### src/design/pdis_pkg.sv
// ----------------------------------------------------------------------------
// Passive device ID sequencer package
// Phase codes, type codes, pin modes and the result word layout.
// ----------------------------------------------------------------------------
package pdis_pkg;

   localparam int unsigned PhaseW = 4;
   localparam int unsigned TypeW  = 4;
   localparam int unsigned CountW = 8;
   localparam int unsigned ReqW   = 8;
   localparam int unsigned RspW   = 24;

   localparam logic [CountW-1:0] ThresholdReset = 8'd20;
   localparam logic [CountW-1:0] CountMax       = 8'd255;

   // Phases of one detection pass.
   localparam logic [PhaseW-1:0] PH_START    = 4'd0;
   localparam logic [PhaseW-1:0] PH_ID2_PRE  = 4'd1;
   localparam logic [PhaseW-1:0] PH_ID2_LOW  = 4'd2;
   localparam logic [PhaseW-1:0] PH_ID1_HIGH = 4'd3;
   localparam logic [PhaseW-1:0] PH_ID1_REL  = 4'd4;
   localparam logic [PhaseW-1:0] PH_ID2_HIGH = 4'd5;
   localparam logic [PhaseW-1:0] PH_ID1_PRE  = 4'd6;
   localparam logic [PhaseW-1:0] PH_ID1_CHK  = 4'd7;
   localparam logic [PhaseW-1:0] PH_RX_CHK   = 4'd8;
   localparam logic [PhaseW-1:0] PH_RX_DIS   = 4'd9;
   localparam logic [PhaseW-1:0] PH_TOUCH    = 4'd10;
   localparam logic [PhaseW-1:0] PH_FINAL    = 4'd11;

   // Device type codes.
   localparam logic [TypeW-1:0] TYPE_NONE    = 4'd0;
   localparam logic [TypeW-1:0] TYPE_TOUCH   = 4'd1;
   localparam logic [TypeW-1:0] TYPE_TPOINT  = 4'd2;
   localparam logic [TypeW-1:0] TYPE_3PART   = 4'd3;
   localparam logic [TypeW-1:0] TYPE_EXPLODE = 4'd4;
   localparam logic [TypeW-1:0] TYPE_UART    = 4'd5;
   localparam logic [TypeW-1:0] TYPE_TABLE   = 4'd6;

   // ID pin groups.
   localparam logic [1:0] GRP_GND  = 2'd0;
   localparam logic [1:0] GRP_VCC  = 2'd1;
   localparam logic [1:0] GRP_PULL = 2'd2;
   localparam logic [1:0] GRP_OPEN = 2'd3;

   // Pin modes.
   localparam logic [1:0] PIN_REL  = 2'd0;
   localparam logic [1:0] PIN_LOW  = 2'd1;
   localparam logic [1:0] PIN_HIGH = 2'd2;

   // Result word bit positions.
   localparam int unsigned RSP_ID1_LSB  = 0;
   localparam int unsigned RSP_ID2_LSB  = 2;
   localparam int unsigned RSP_RX_BIT   = 4;
   localparam int unsigned RSP_CAND_LSB = 5;
   localparam int unsigned RSP_HALT_BIT = 21;

   typedef struct packed {
      logic             halted;
      logic [CountW-1:0] count;
      logic [TypeW-1:0] connected;
      logic [TypeW-1:0] candidate;
      logic             rx_low;
      logic [1:0]       id2_mode;
      logic [1:0]       id1_mode;
   } rsp_fields_type;

   // Passive table entry for an ID1 group below open and an ID2 group.
   function automatic logic [TypeW-1:0] table_type(input logic [1:0] g1, input logic [1:0] g2);
      logic [TypeW-1:0] sum;
      sum = TYPE_TABLE + {1'b0, g1, 1'b0} + {2'b00, g1} + {2'b00, g2};
      return sum;
   endfunction

endpackage

### src/design/passive_device_id_sequencer_core.sv
// ----------------------------------------------------------------------------
// Passive device ID sequencer
// Runs one phase of the ID pin drive-and-sample pass per tick and debounces
// the detected device type.
// ----------------------------------------------------------------------------
// Usage:
// One request is sent per sampling tick on the req_ channel and carries the
// ID1, ID2 and receive pin levels sampled on that tick plus the resume flag.
// Each request yields exactly one response on the rsp_ channel: the pin modes
// to hold until the next tick, the candidate and connected types, the match
// count, the halt flag, and rsp_tlast on the tick that ends a detection pass.
// The response appears in the cycle after the request is taken; a new request
// is taken every cycle unless the output stalls, so throughput is one request
// per clock. All phase logic sits between the state and response registers.
// The response register doubles as the output stage: req_tready stays high
// while the response is empty or being taken, and drops only while a held
// response is stalled by rsp_tready low, so nothing is lost or repeated.
// Reset clears all state but the response data, restarts the pass at its first
// phase and loads a match threshold of 20. csr_data writes the threshold at any
// csr_valid cycle; csr_ready is always high. After a UART device is connected the
// pins are released and detection stops until a request with resume set arrives.
// ----------------------------------------------------------------------------
module passive_device_id_sequencer_core (
   input  logic                        clock,
   input  logic                        reset,
   input  logic                        req_tvalid,
   output logic                        req_tready,
   // [0] id1_level, [1] id2_level, [2] id2_rx_level, [3] resume, [7:4] zero
   input  logic [pdis_pkg::ReqW-1:0]   req_tdata,
   output logic                        rsp_tvalid,
   input  logic                        rsp_tready,
   // [1:0] id1_drive, [3:2] id2_drive, [4] rx_pull_low, [8:5] candidate_type,
   // [12:9] connected_type, [20:13] match_count, [21] uart_handoff, [23:22] zero
   output logic [pdis_pkg::RspW-1:0]   rsp_tdata,
   output logic                        rsp_tlast,
   input  logic                        csr_valid,
   output logic                        csr_ready,
   input  logic [pdis_pkg::CountW-1:0] csr_data
);
   import pdis_pkg::*;

   logic [CountW-1:0] threshold_ff;
   logic [PhaseW-1:0] phase_ff, phase_in;
   logic [TypeW-1:0]  cand_ff, cand_in;
   logic [TypeW-1:0]  prev_ff, prev_in;
   logic [TypeW-1:0]  conn_ff, conn_in;
   logic [CountW-1:0] count_ff, count_in;
   logic [CountW-1:0] count_inc;
   logic [1:0]        group_ff, group_in;
   logic              early_ff, early_in;
   logic              halt_ff, halt_in;
   logic [1:0]        id1m_ff, id1m_in;
   logic [1:0]        id2m_ff, id2m_in;
   logic              rxl_ff, rxl_in;
   logic              done;
   logic              rsp_valid_ff;
   logic [RspW-1:0]   rsp_data_ff;
   logic              rsp_last_ff;
   logic              req_fire;
   rsp_fields_type    fields;

   logic l1, l2, lrx, res;

   assign l1  = req_tdata[0];
   assign l2  = req_tdata[1];
   assign lrx = req_tdata[2];
   assign res = req_tdata[3];

   assign req_tready = !rsp_valid_ff || rsp_tready;
   assign req_fire   = req_tvalid && req_tready;
   assign csr_ready  = 1'b1;
   assign rsp_tvalid = rsp_valid_ff;
   assign rsp_tdata  = rsp_data_ff;
   assign rsp_tlast  = rsp_last_ff;

   assign count_inc = (count_ff < CountMax) ? count_ff + 8'd1 : count_ff;

   always_comb begin
      phase_in = phase_ff;
      cand_in  = cand_ff;
      prev_in  = prev_ff;
      conn_in  = conn_ff;
      count_in = count_ff;
      group_in = group_ff;
      early_in = early_ff;
      halt_in  = halt_ff;
      id1m_in  = id1m_ff;
      id2m_in  = id2m_ff;
      rxl_in   = rxl_ff;
      done     = 1'b0;

      if (halt_ff) begin
         if (res) begin
            halt_in  = 1'b0;
            conn_in  = TYPE_NONE;
            count_in = '0;
            phase_in = PH_START;
         end
      end else begin
         unique case (phase_ff)
            PH_ID2_PRE: begin
               early_in = l2;
               id1m_in  = PIN_LOW;
               phase_in = PH_ID2_LOW;
            end
            PH_ID2_LOW: begin
               if (early_ff && !l2) begin
                  cand_in  = TYPE_TOUCH;
                  id1m_in  = PIN_REL;
                  phase_in = PH_TOUCH;
               end else if (!early_ff && l2) begin
                  cand_in  = TYPE_TPOINT;
                  phase_in = PH_FINAL;
               end else begin
                  early_in = l1;
                  id1m_in  = PIN_HIGH;
                  phase_in = PH_ID1_HIGH;
               end
            end
            PH_ID1_HIGH: begin
               if (early_ff && l1) begin
                  group_in = GRP_VCC;
                  phase_in = PH_ID2_HIGH;
               end else if (!early_ff && !l1) begin
                  group_in = GRP_GND;
                  phase_in = PH_ID2_HIGH;
               end else begin
                  id1m_in  = PIN_REL;
                  phase_in = PH_ID1_REL;
               end
            end
            PH_ID1_REL: begin
               group_in = l1 ? GRP_OPEN : GRP_PULL;
               phase_in = PH_ID2_HIGH;
            end
            PH_ID2_HIGH: begin
               id1m_in  = PIN_REL;
               id2m_in  = PIN_HIGH;
               phase_in = PH_ID1_PRE;
            end
            PH_ID1_PRE: begin
               early_in = l1;
               id2m_in  = PIN_LOW;
               phase_in = PH_ID1_CHK;
            end
            PH_ID1_CHK: begin
               if (early_ff && !l1) begin
                  if (group_ff == GRP_OPEN) begin
                     cand_in = TYPE_3PART;
                  end
                  phase_in = PH_FINAL;
               end else if (!early_ff && l1) begin
                  cand_in  = TYPE_EXPLODE;
                  phase_in = PH_FINAL;
               end else begin
                  id1m_in  = PIN_HIGH;
                  id2m_in  = PIN_HIGH;
                  phase_in = PH_RX_CHK;
               end
            end
            PH_RX_CHK: begin
               if (lrx) begin
                  id2m_in  = PIN_LOW;
                  rxl_in   = 1'b1;
                  phase_in = PH_RX_DIS;
               end else begin
                  cand_in  = (group_ff != GRP_OPEN) ? table_type(group_ff, GRP_GND)
                                                    : TYPE_UART;
                  phase_in = PH_FINAL;
               end
            end
            PH_RX_DIS: begin
               rxl_in = 1'b0;
               if (group_ff != GRP_OPEN) begin
                  cand_in = table_type(group_ff, lrx ? GRP_VCC : GRP_PULL);
               end
               phase_in = PH_FINAL;
            end
            PH_TOUCH: begin
               phase_in = PH_FINAL;
            end
            PH_FINAL: begin
               id2m_in = PIN_REL;
               id1m_in = PIN_HIGH;
               if (cand_ff == prev_ff) begin
                  count_in = count_inc;
                  if (count_inc >= threshold_ff) begin
                     conn_in = cand_ff;
                  end
               end else begin
                  count_in = '0;
               end
               prev_in  = cand_ff;
               done     = 1'b1;
               phase_in = PH_START;
               if (conn_in == TYPE_UART) begin
                  halt_in = 1'b1;
               end
            end
            default: begin
               // Start of pass, and recovery from any phase code outside the pass.
               cand_in  = TYPE_NONE;
               group_in = GRP_OPEN;
               id1m_in  = PIN_HIGH;
               id2m_in  = PIN_REL;
               phase_in = PH_ID2_PRE;
            end
         endcase
      end

      // The pins belong to the UART while detection is halted.
      if (halt_in) begin
         id1m_in = PIN_REL;
         id2m_in = PIN_REL;
         rxl_in  = 1'b0;
      end
   end

   always_comb begin
      fields.halted    = halt_in;
      fields.count     = count_in;
      fields.connected = conn_in;
      fields.candidate = cand_in;
      fields.rx_low    = rxl_in;
      fields.id2_mode  = id2m_in;
      fields.id1_mode  = id1m_in;
   end

   always_ff @(posedge clock) begin
      if (reset) begin
         threshold_ff <= ThresholdReset;
         phase_ff     <= PH_START;
         cand_ff      <= TYPE_NONE;
         prev_ff      <= TYPE_NONE;
         conn_ff      <= TYPE_NONE;
         count_ff     <= '0;
         group_ff     <= GRP_OPEN;
         early_ff     <= 1'b0;
         halt_ff      <= 1'b0;
         id1m_ff      <= PIN_REL;
         id2m_ff      <= PIN_REL;
         rxl_ff       <= 1'b0;
         rsp_valid_ff <= 1'b0;
      end else begin
         if (csr_valid) begin
            threshold_ff <= csr_data;
         end
         if (req_fire) begin
            phase_ff     <= phase_in;
            cand_ff      <= cand_in;
            prev_ff      <= prev_in;
            conn_ff      <= conn_in;
            count_ff     <= count_in;
            group_ff     <= group_in;
            early_ff     <= early_in;
            halt_ff      <= halt_in;
            id1m_ff      <= id1m_in;
            id2m_ff      <= id2m_in;
            rxl_ff       <= rxl_in;
            rsp_valid_ff <= 1'b1;
         end else if (rsp_tready) begin
            rsp_valid_ff <= 1'b0;
         end
      end
   end

   always_ff @(posedge clock) begin
      if (req_fire) begin
         rsp_data_ff <= {2'b00, fields};
         rsp_last_ff <= done;
      end
   end

endmodule

### config.mk
export PLATFORM = sky130hd
export DESIGN_NAME = passive_device_id_sequencer_core
export DESIGN_NICKNAME = d
export VERILOG_FILES = /design/src/design/pdis_pkg.sv /design/src/design/passive_device_id_sequencer_core.sv
export SDC_FILE = /design/constraint.sdc
export NUM_CORES = 1
export LEC_CHECK = 0
export BUFFER_PORTS_ARGS = -buffer_cell sky130_fd_sc_hd__buf_2
export CAP_MARGIN = 15
export CORE_MARGIN = 1.5
export CORE_UTILIZATION = 45
export CTS_CLUSTER_DIAMETER = 150
export CTS_CLUSTER_SIZE = 40
export DETAILED_ROUTE_END_ITERATION = 16
export HOLD_SLACK_MARGIN = 0.05
export SYNTH_ARGS = -nofsm -noshare
export SYNTH_HDL_FRONTEND = slang
export SYNTH_SLANG_ARGS = --single-unit
### constraint.sdc
create_clock -name clock -period 4 [get_ports clock]
set_clock_uncertainty 0.1 [all_clocks]
set_input_delay 0.6 -clock clock [delete_from_list [all_inputs] [get_ports clock]]
set_output_delay 0.6 -clock clock [all_outputs]
set_load 0.02 [all_outputs]
* After elaboration in Yosys (flattened, before gate mapping)
Index checks and enable logic that the tools add are counted.
** Storage, ports and cells
- Bits in registers :: 65
- Input bits :: 21
** Operators by class
- Bitwise gates (word level) :: 2
- Equality and inequality tests :: 19
- $lt $le $gt $ge :: 2
- $add $sub $neg :: 4
- Multiplexer cells :: 66
- Reduce and logical (&&, ||, !) cells :: 23
** Operators by type and width (number)
- 4-bit two-way mux :: 20
- 8-bit two-way mux :: 5
- 4-bit case mux with 10 select lines :: 1
- 2-bit two-way mux :: 19
- 4-bit by 3-bit equality test with 1-bit output, second input constant :: 5
- 4-bit case mux with 5 select lines :: 1
- 4-bit equality test, second input constant :: 4
- 1-bit two-way mux :: 15
- 2-bit case mux with 6 select lines :: 1
- 2-bit case mux with 5 select lines :: 1
- 9-bit OR reduction :: 1
- 4-bit by 2-bit adder with 4-bit output :: 2
- 8-bit by 1-bit adder with 8-bit output, second input constant :: 1
- 4-bit by 2-bit equality test with 1-bit output, second input constant :: 2
- 8-bit greater-or-equal comparator :: 1
- 8-bit < comparator, second input constant :: 1
- 2-bit inequality test, second input constant :: 4
- 1-bit logical AND :: 7
- 7-bit OR reduction :: 1
- 2-bit case mux with 3 select lines :: 1
- 6-bit OR reduction :: 1
- 5-bit AND reduction :: 1
- 5-bit OR reduction :: 1
- 3-bit by 3-bit adder with 4-bit output, first input constant :: 1
- other kinds (15) :: 19

* Depth between registers and ports, before layout
- Depth in word-level cells :: 12
- Depth in mapped cells :: 13
- Gate-level depth less buffers :: 13

* Least setup slack after synthesis
Ideal clock, no wire load.
- Path type :: register to register
- Start :: reg count_ff[0]
- End :: reg rxl_ff
- Setup time :: 0.117 ns
- Required time :: 3.783 ns
- Data arrival time :: 2.888 ns
- Buffers on the path :: 0
- Slack :: 0.894 ns
- Clock period less this slack :: 3.106 ns
- Cell stages (with the launch flop) :: 12
- Cells stage by stage :: dfxtp_1 ha_1 and3_1 nand4_2 mux2_2 ha_1 and3_1 o21ai_0 a31o_2 a2111o_1 and2_1 a32o_1
** On the way
- Longest elaborated chain between the ends :: 12
** RTL lines
- start: declaration :: RTL line passive_device_id_sequencer_core.sv:47 : logic [CountW-1:0] count_ff, count_in;
- start signal: assignment :: RTL line passive_device_id_sequencer_core.sv:253 : count_ff <= count_in;
- 8-bit by 1-bit adder with 8-bit output or 8-bit < comparator (tied branches) :: RTL line passive_device_id_sequencer_core.sv:76 : assign count_inc = (count_ff < CountMax) ? count_ff + 8'd1 : count_ff;
- 8-bit two-way mux (*) :: RTL line passive_device_id_sequencer_core.sv:76
- 8-bit greater-or-equal comparator (*) :: RTL line passive_device_id_sequencer_core.sv:187 : if (count_inc >= threshold_ff) begin
- 4-bit two-way mux (*) :: RTL line passive_device_id_sequencer_core.sv:187
- 4-bit two-way mux (*) :: RTL line passive_device_id_sequencer_core.sv:185 : if (cand_ff == prev_ff) begin
- 4-bit two-way mux (*) :: RTL line passive_device_id_sequencer_core.sv:100 : unique case (phase_ff)
- 4-bit two-way mux (*) :: RTL line passive_device_id_sequencer_core.sv:92 : if (halt_ff) begin
- 4-bit by 3-bit equality test with 1-bit output (*) :: RTL line passive_device_id_sequencer_core.sv:196 : if (conn_in == TYPE_UART) begin
- 1-bit two-way mux (*) :: RTL line passive_device_id_sequencer_core.sv:196
- 1-bit two-way mux (*) :: RTL line passive_device_id_sequencer_core.sv:100
- 1-bit two-way mux (*) :: RTL line passive_device_id_sequencer_core.sv:92
- 1-bit two-way mux (*) :: RTL line passive_device_id_sequencer_core.sv:212 : if (halt_in) begin
- end signal: assignment :: RTL line passive_device_id_sequencer_core.sv:259 : rxl_ff <= rxl_in;
- end: declaration :: RTL line passive_device_id_sequencer_core.sv:54 : logic rxl_ff, rxl_in;
Every way passes the cells marked *; elsewhere a longest branch is shown, timed or not. The select of a mux whose other input is x is not followed.
A chain may end at the register's enable or synchronous reset.

* Worst setup path in the final report
- Start :: reg count_ff[0]
- End :: reg rsp_data_ff[4] (netlist: rsp_tdata[4]), data pin
** On the way
- Longest elaborated chain between the ends :: 12
** RTL lines
- 8-bit by 1-bit adder with 8-bit output or 8-bit < comparator (tied branches) :: RTL line passive_device_id_sequencer_core.sv:76
- 8-bit two-way mux (*) :: RTL line passive_device_id_sequencer_core.sv:76
- 8-bit greater-or-equal comparator (*) :: RTL line passive_device_id_sequencer_core.sv:187
- 4-bit two-way mux (*) :: RTL line passive_device_id_sequencer_core.sv:187
- 4-bit two-way mux (*) :: RTL line passive_device_id_sequencer_core.sv:185
- 4-bit two-way mux (*) :: RTL line passive_device_id_sequencer_core.sv:100
- 4-bit two-way mux (*) :: RTL line passive_device_id_sequencer_core.sv:92
- 4-bit by 3-bit equality test with 1-bit output (*) :: RTL line passive_device_id_sequencer_core.sv:196
- 1-bit two-way mux (*) :: RTL line passive_device_id_sequencer_core.sv:196
- 1-bit two-way mux (*) :: RTL line passive_device_id_sequencer_core.sv:100
- 1-bit two-way mux (*) :: RTL line passive_device_id_sequencer_core.sv:92
- net halt_in :: RTL line passive_device_id_sequencer_core.sv:51 : logic halt_ff, halt_in;
- 1-bit two-way mux (*) :: RTL line passive_device_id_sequencer_core.sv:212
- net rxl_in :: RTL line passive_device_id_sequencer_core.sv:54
- end signal: assignment :: RTL line passive_device_id_sequencer_core.sv:269 : rsp_data_ff <= {2'b00, fields};
- end: declaration :: RTL line passive_device_id_sequencer_core.sv:57 : logic [RspW-1:0] rsp_data_ff;
The timed path passes the listed nets; every way through them passes the cells marked *. The select of a mux whose other input is x is not followed.

==> impl_metrics.json <==
{
  "regToRegEndpoint": "rsp_tdata[4]",
  "yosys_warnings": 0,
  "cts_buffers": 9,
  "grt_usage": 0.221,
  "multi_input_area_mm2": 0.00236,
  "hold_buffers": 0,
  "critical_path_class": "reg2reg",
  "hold_class": "reg2reg",
  "drtIter0Drc": 240,
  "drv_slew": 0,
  "gp_congestion": 0.957,
  "cp-startpoint": "count_ff[0]",
  "hold_ws_ns": 0.370,
  "slew_headroom": 0.364,
  "worstPathMaxFanout": 8,
  "port_buffers": 41,
  "hold_viol_final": 0,
  "root_buffer": "clkbuf_8",
  "synth_seq_area_share": 0.367,
  "status": "finished clean",
  "cp-end-kind": "flop",
  "avgSynthCellArea_um2": 8.66,
  "clockBufferDepth": 2,
  "cts_post_setup_buffers_inserted": 0,
  "pwr-share-seq": 0.453,
  "timing.rr.start": "count_ff[0]",
  "die-area_mm2": 0.00987,
  "vias": 3626,
  "antenna_left": 0,
  "startpoint_type": "flop",
  "grt_pass1_vias": 3274,
  "fin_ws_ns": 0.491,
  "setup_viol": 0,
  "rsz0062_at_grt": "false",
  "pwr-share-clk": 0.443,
  "ff2ff_setup_slack_ns": 0.49,
  "num_antenna_cells": 0,
  "ff2ff_path_depth": 11,
  "grt_pass1_wl_um": 17200,
  "yosysTopAreaCell": "dfxtp_1",
  "p_int_mw": 1.19,
  "viasPerCell": 5.85,
  "maxCapViolCount": 0,
  "cts_max_level": 3,
  "synth_cell_types": 72,
  "final_layout_size_suffix_gt1_frac": 0.154,
  "crit_path_end": "rsp_tdata[4]",
  "clk_latency_ns": 0.34,
  "synth_seq_cells": 65,
  "dp_hpwl_um": 7420,
  "synthCells": 482,
  "synth_area_mm2": 0.00418,
  "ctsResizeCount": 0,
  "routedWlPerCell_um": 16.9,
  "cts_tree": "yes",
  "ys.flop_type": "dfxtp_1",
  "clkSinkCount": 65,
  "synth_area_leaders": "dfxtp_1 20%, edfxtp_1 17%, ha_1 6.3%",
  "synth_top_area_share": 0.201,
  "fin_crit_ns": 3.51,
  "drt-total-wl_um": 10500,
  "max_freq_ghz": 0.285,
  "power_leakage_nw": 1.90,
  "core_mm2": 0.00885,
  "ios": 49,
  "async_flop_share": 0,
  "post-route-drc-count": 0,
  "vdd_drop_max_mv": 0.326,
  "grt_max_degree": 33,
  "regArea_mm2": 0.00153,
  "finalCritPeriodShare": 0.877,
  "switchingPower_uw": 402,
  "die_h_um": 99.3,
  "arrival_ns": 3.50,
  "fin_setup_tns_ns": 0,
  "rows": 34,
  "clkTransAtPathRegs_ns": 0.08,
  "synth_edf_count": 23,
  "num-fill-cells": 865,
  "power.density_mw_per_mm2": 346,
  "p_comb_frac": 0.104,
  "place_ws_ns": 0.538,
  "nNetsFinal": 550,
  "p_sw_frac": 0.252,
  "start_util": 0.472,
  "grt_remaining_overflow": 0,
  "area_growth_pct": 10.5,
  "worstMarginPinSlew_ns": 0.952,
  "antenna_found_initial": 0,
  "firstDrtPassIters": 5,
  "cp.required_ns": 3.99,
  "die_w_um": 99.3
}
## cell usage after synthesis, drive strengths merged, types with 3 or more instances
library cell  number
a21o               5
nand4              3
a22o               3
nor3              10
or3                3
or2                3
and3               4
nand2b             8
o31ai              4
nand3              9
mux2i             21
nor2              56
xnor2              7
edfxtp            23
o22ai              3
buf               20
nand2             53
dfxtp             42
a32o              11
nor2b              6
clkbuf            11
a22oi              5
a221oi             4
inv               28
a21oi             28
o32ai              3
ha                21
o21ai             35
o32a               3
o211ai             5
and2               5
## layer usage
| metal | wire (um) | track usage | vias up |
|---|---|---|---|
| li1 | - | - | 1779 |
| met1 | 5350 | 0.337 | 1722 |
| met2 | 4470 | 0.323 | 112 |
| met3 | 531 | 0.0372 | 13 |
| met4 | 131 | 0.0563 | 0 |
| met5 | 0 | 0 | - |
## power groups by stage
stage	sequential [mW]	clock, mW	combinational (mW)
2_1_floorplan	0.742	0	0.106
3_3_place_gp	0.738	0	0.162
3_5_place_dp	0.738	0	0.164
4_1_cts	0.723	0.722	0.165
5_1_grt	0.727	0.751	0.181
6_report	0.723	0.706	0.165
## area by class of cell
class	instances	share of cell area
multi-input cells	359	0.512
flip-flops and latches	65	0.332
repair buffers	44	0.0494
clock buffers	10	0.0298
well taps	108	0.0293
clock inverters	6	0.0244
inverters	28	0.0228
## placed cells by master, fill, tap and decap left out, types with 5 or more instances in the layout
cell type / synthesis / routed
a21o_1: 5 / 5
a21oi_1: 27 / 27
a22oi_1: 5 / 5
a32o_1: 11 / 11
buf_2: 11 / 41
clkbuf_8: 0 / 10
dfxtp_1: 42 / 42
edfxtp_1: 23 / 23
ha_1: 21 / 21
inv_1: 26 / 26
mux2i_1: 21 / 21
nand2_1: 53 / 53
nand2b_1: 7 / 7
nand3_1: 9 / 9
nor2_1: 56 / 56
nor2b_1: 6 / 6
nor3_1: 10 / 10
o211ai_1: 5 / 5
o21ai_0: 33 / 33
## worst max-delay path, cell delays in order (launching register included)
cell	delay (ns)
dfxtp_1	0.45
ha_1	0.23
and3_1	0.26
nand4_2	0.26
mux2_2	0.35
ha_1	0.28
and3_1	0.16
o21ai_0	0.07
a31o_2	0.31
a2111o_1	0.46
nand3_1	0.24
nor2b_1	0.09
## flip-flops by register name (all words and copies together) (netlist names), 2 cells and up
register and cells:
conn_ff 4, prev_ff 4, id2m_ff 2, cand_ff 4, count_ff 8, rsp_tdata 22
group_ff 2, phase_ff 4, id1m_ff 2, threshold_ff 8
## cells by family after synthesis
logic type                 synth area share
xor gates and xnor gates             0.0243
muxes                                0.0530
other                               0.00180
AOI/OAI and AO/OA                     0.220
buffers and inverters                0.0680
adders and majority gates            0.0677
DFF                                   0.367
and+or+nand+nor                       0.198
## how the worst min path moves through the flow
stage	end	start	slack [ns]	cells past startpoint
finish	id2m_ff[1]	id2m_ff[1]	0.37	2
global placement	id2m_ff[1]	id2m_ff[1]	0.34	2
CTS	threshold_ff[4]	csr_data[4]	0.36	3
global route	threshold_ff[4]	csr_data[4]	0.38	3
detailed placement	id2m_ff[1]	id2m_ff[1]	0.35	2
floorplan	id2m_ff[1]	id2m_ff[1]	0.33	2
## metrics by stage
step	area [um2]	total power [mW]	util	std cells
2_1_floorplan	4180	0.848	-	483
3_3_place_gp	4360	0.901	0.493	604
3_5_place_dp	4360	0.902	0.493	604
4_1_cts	4610	1.61	0.521	620
5_1_grt	4610	1.66	0.521	620
6_report	4610	1.60	0.521	620
Note: power is estimated with default switching activity, not from simulation.
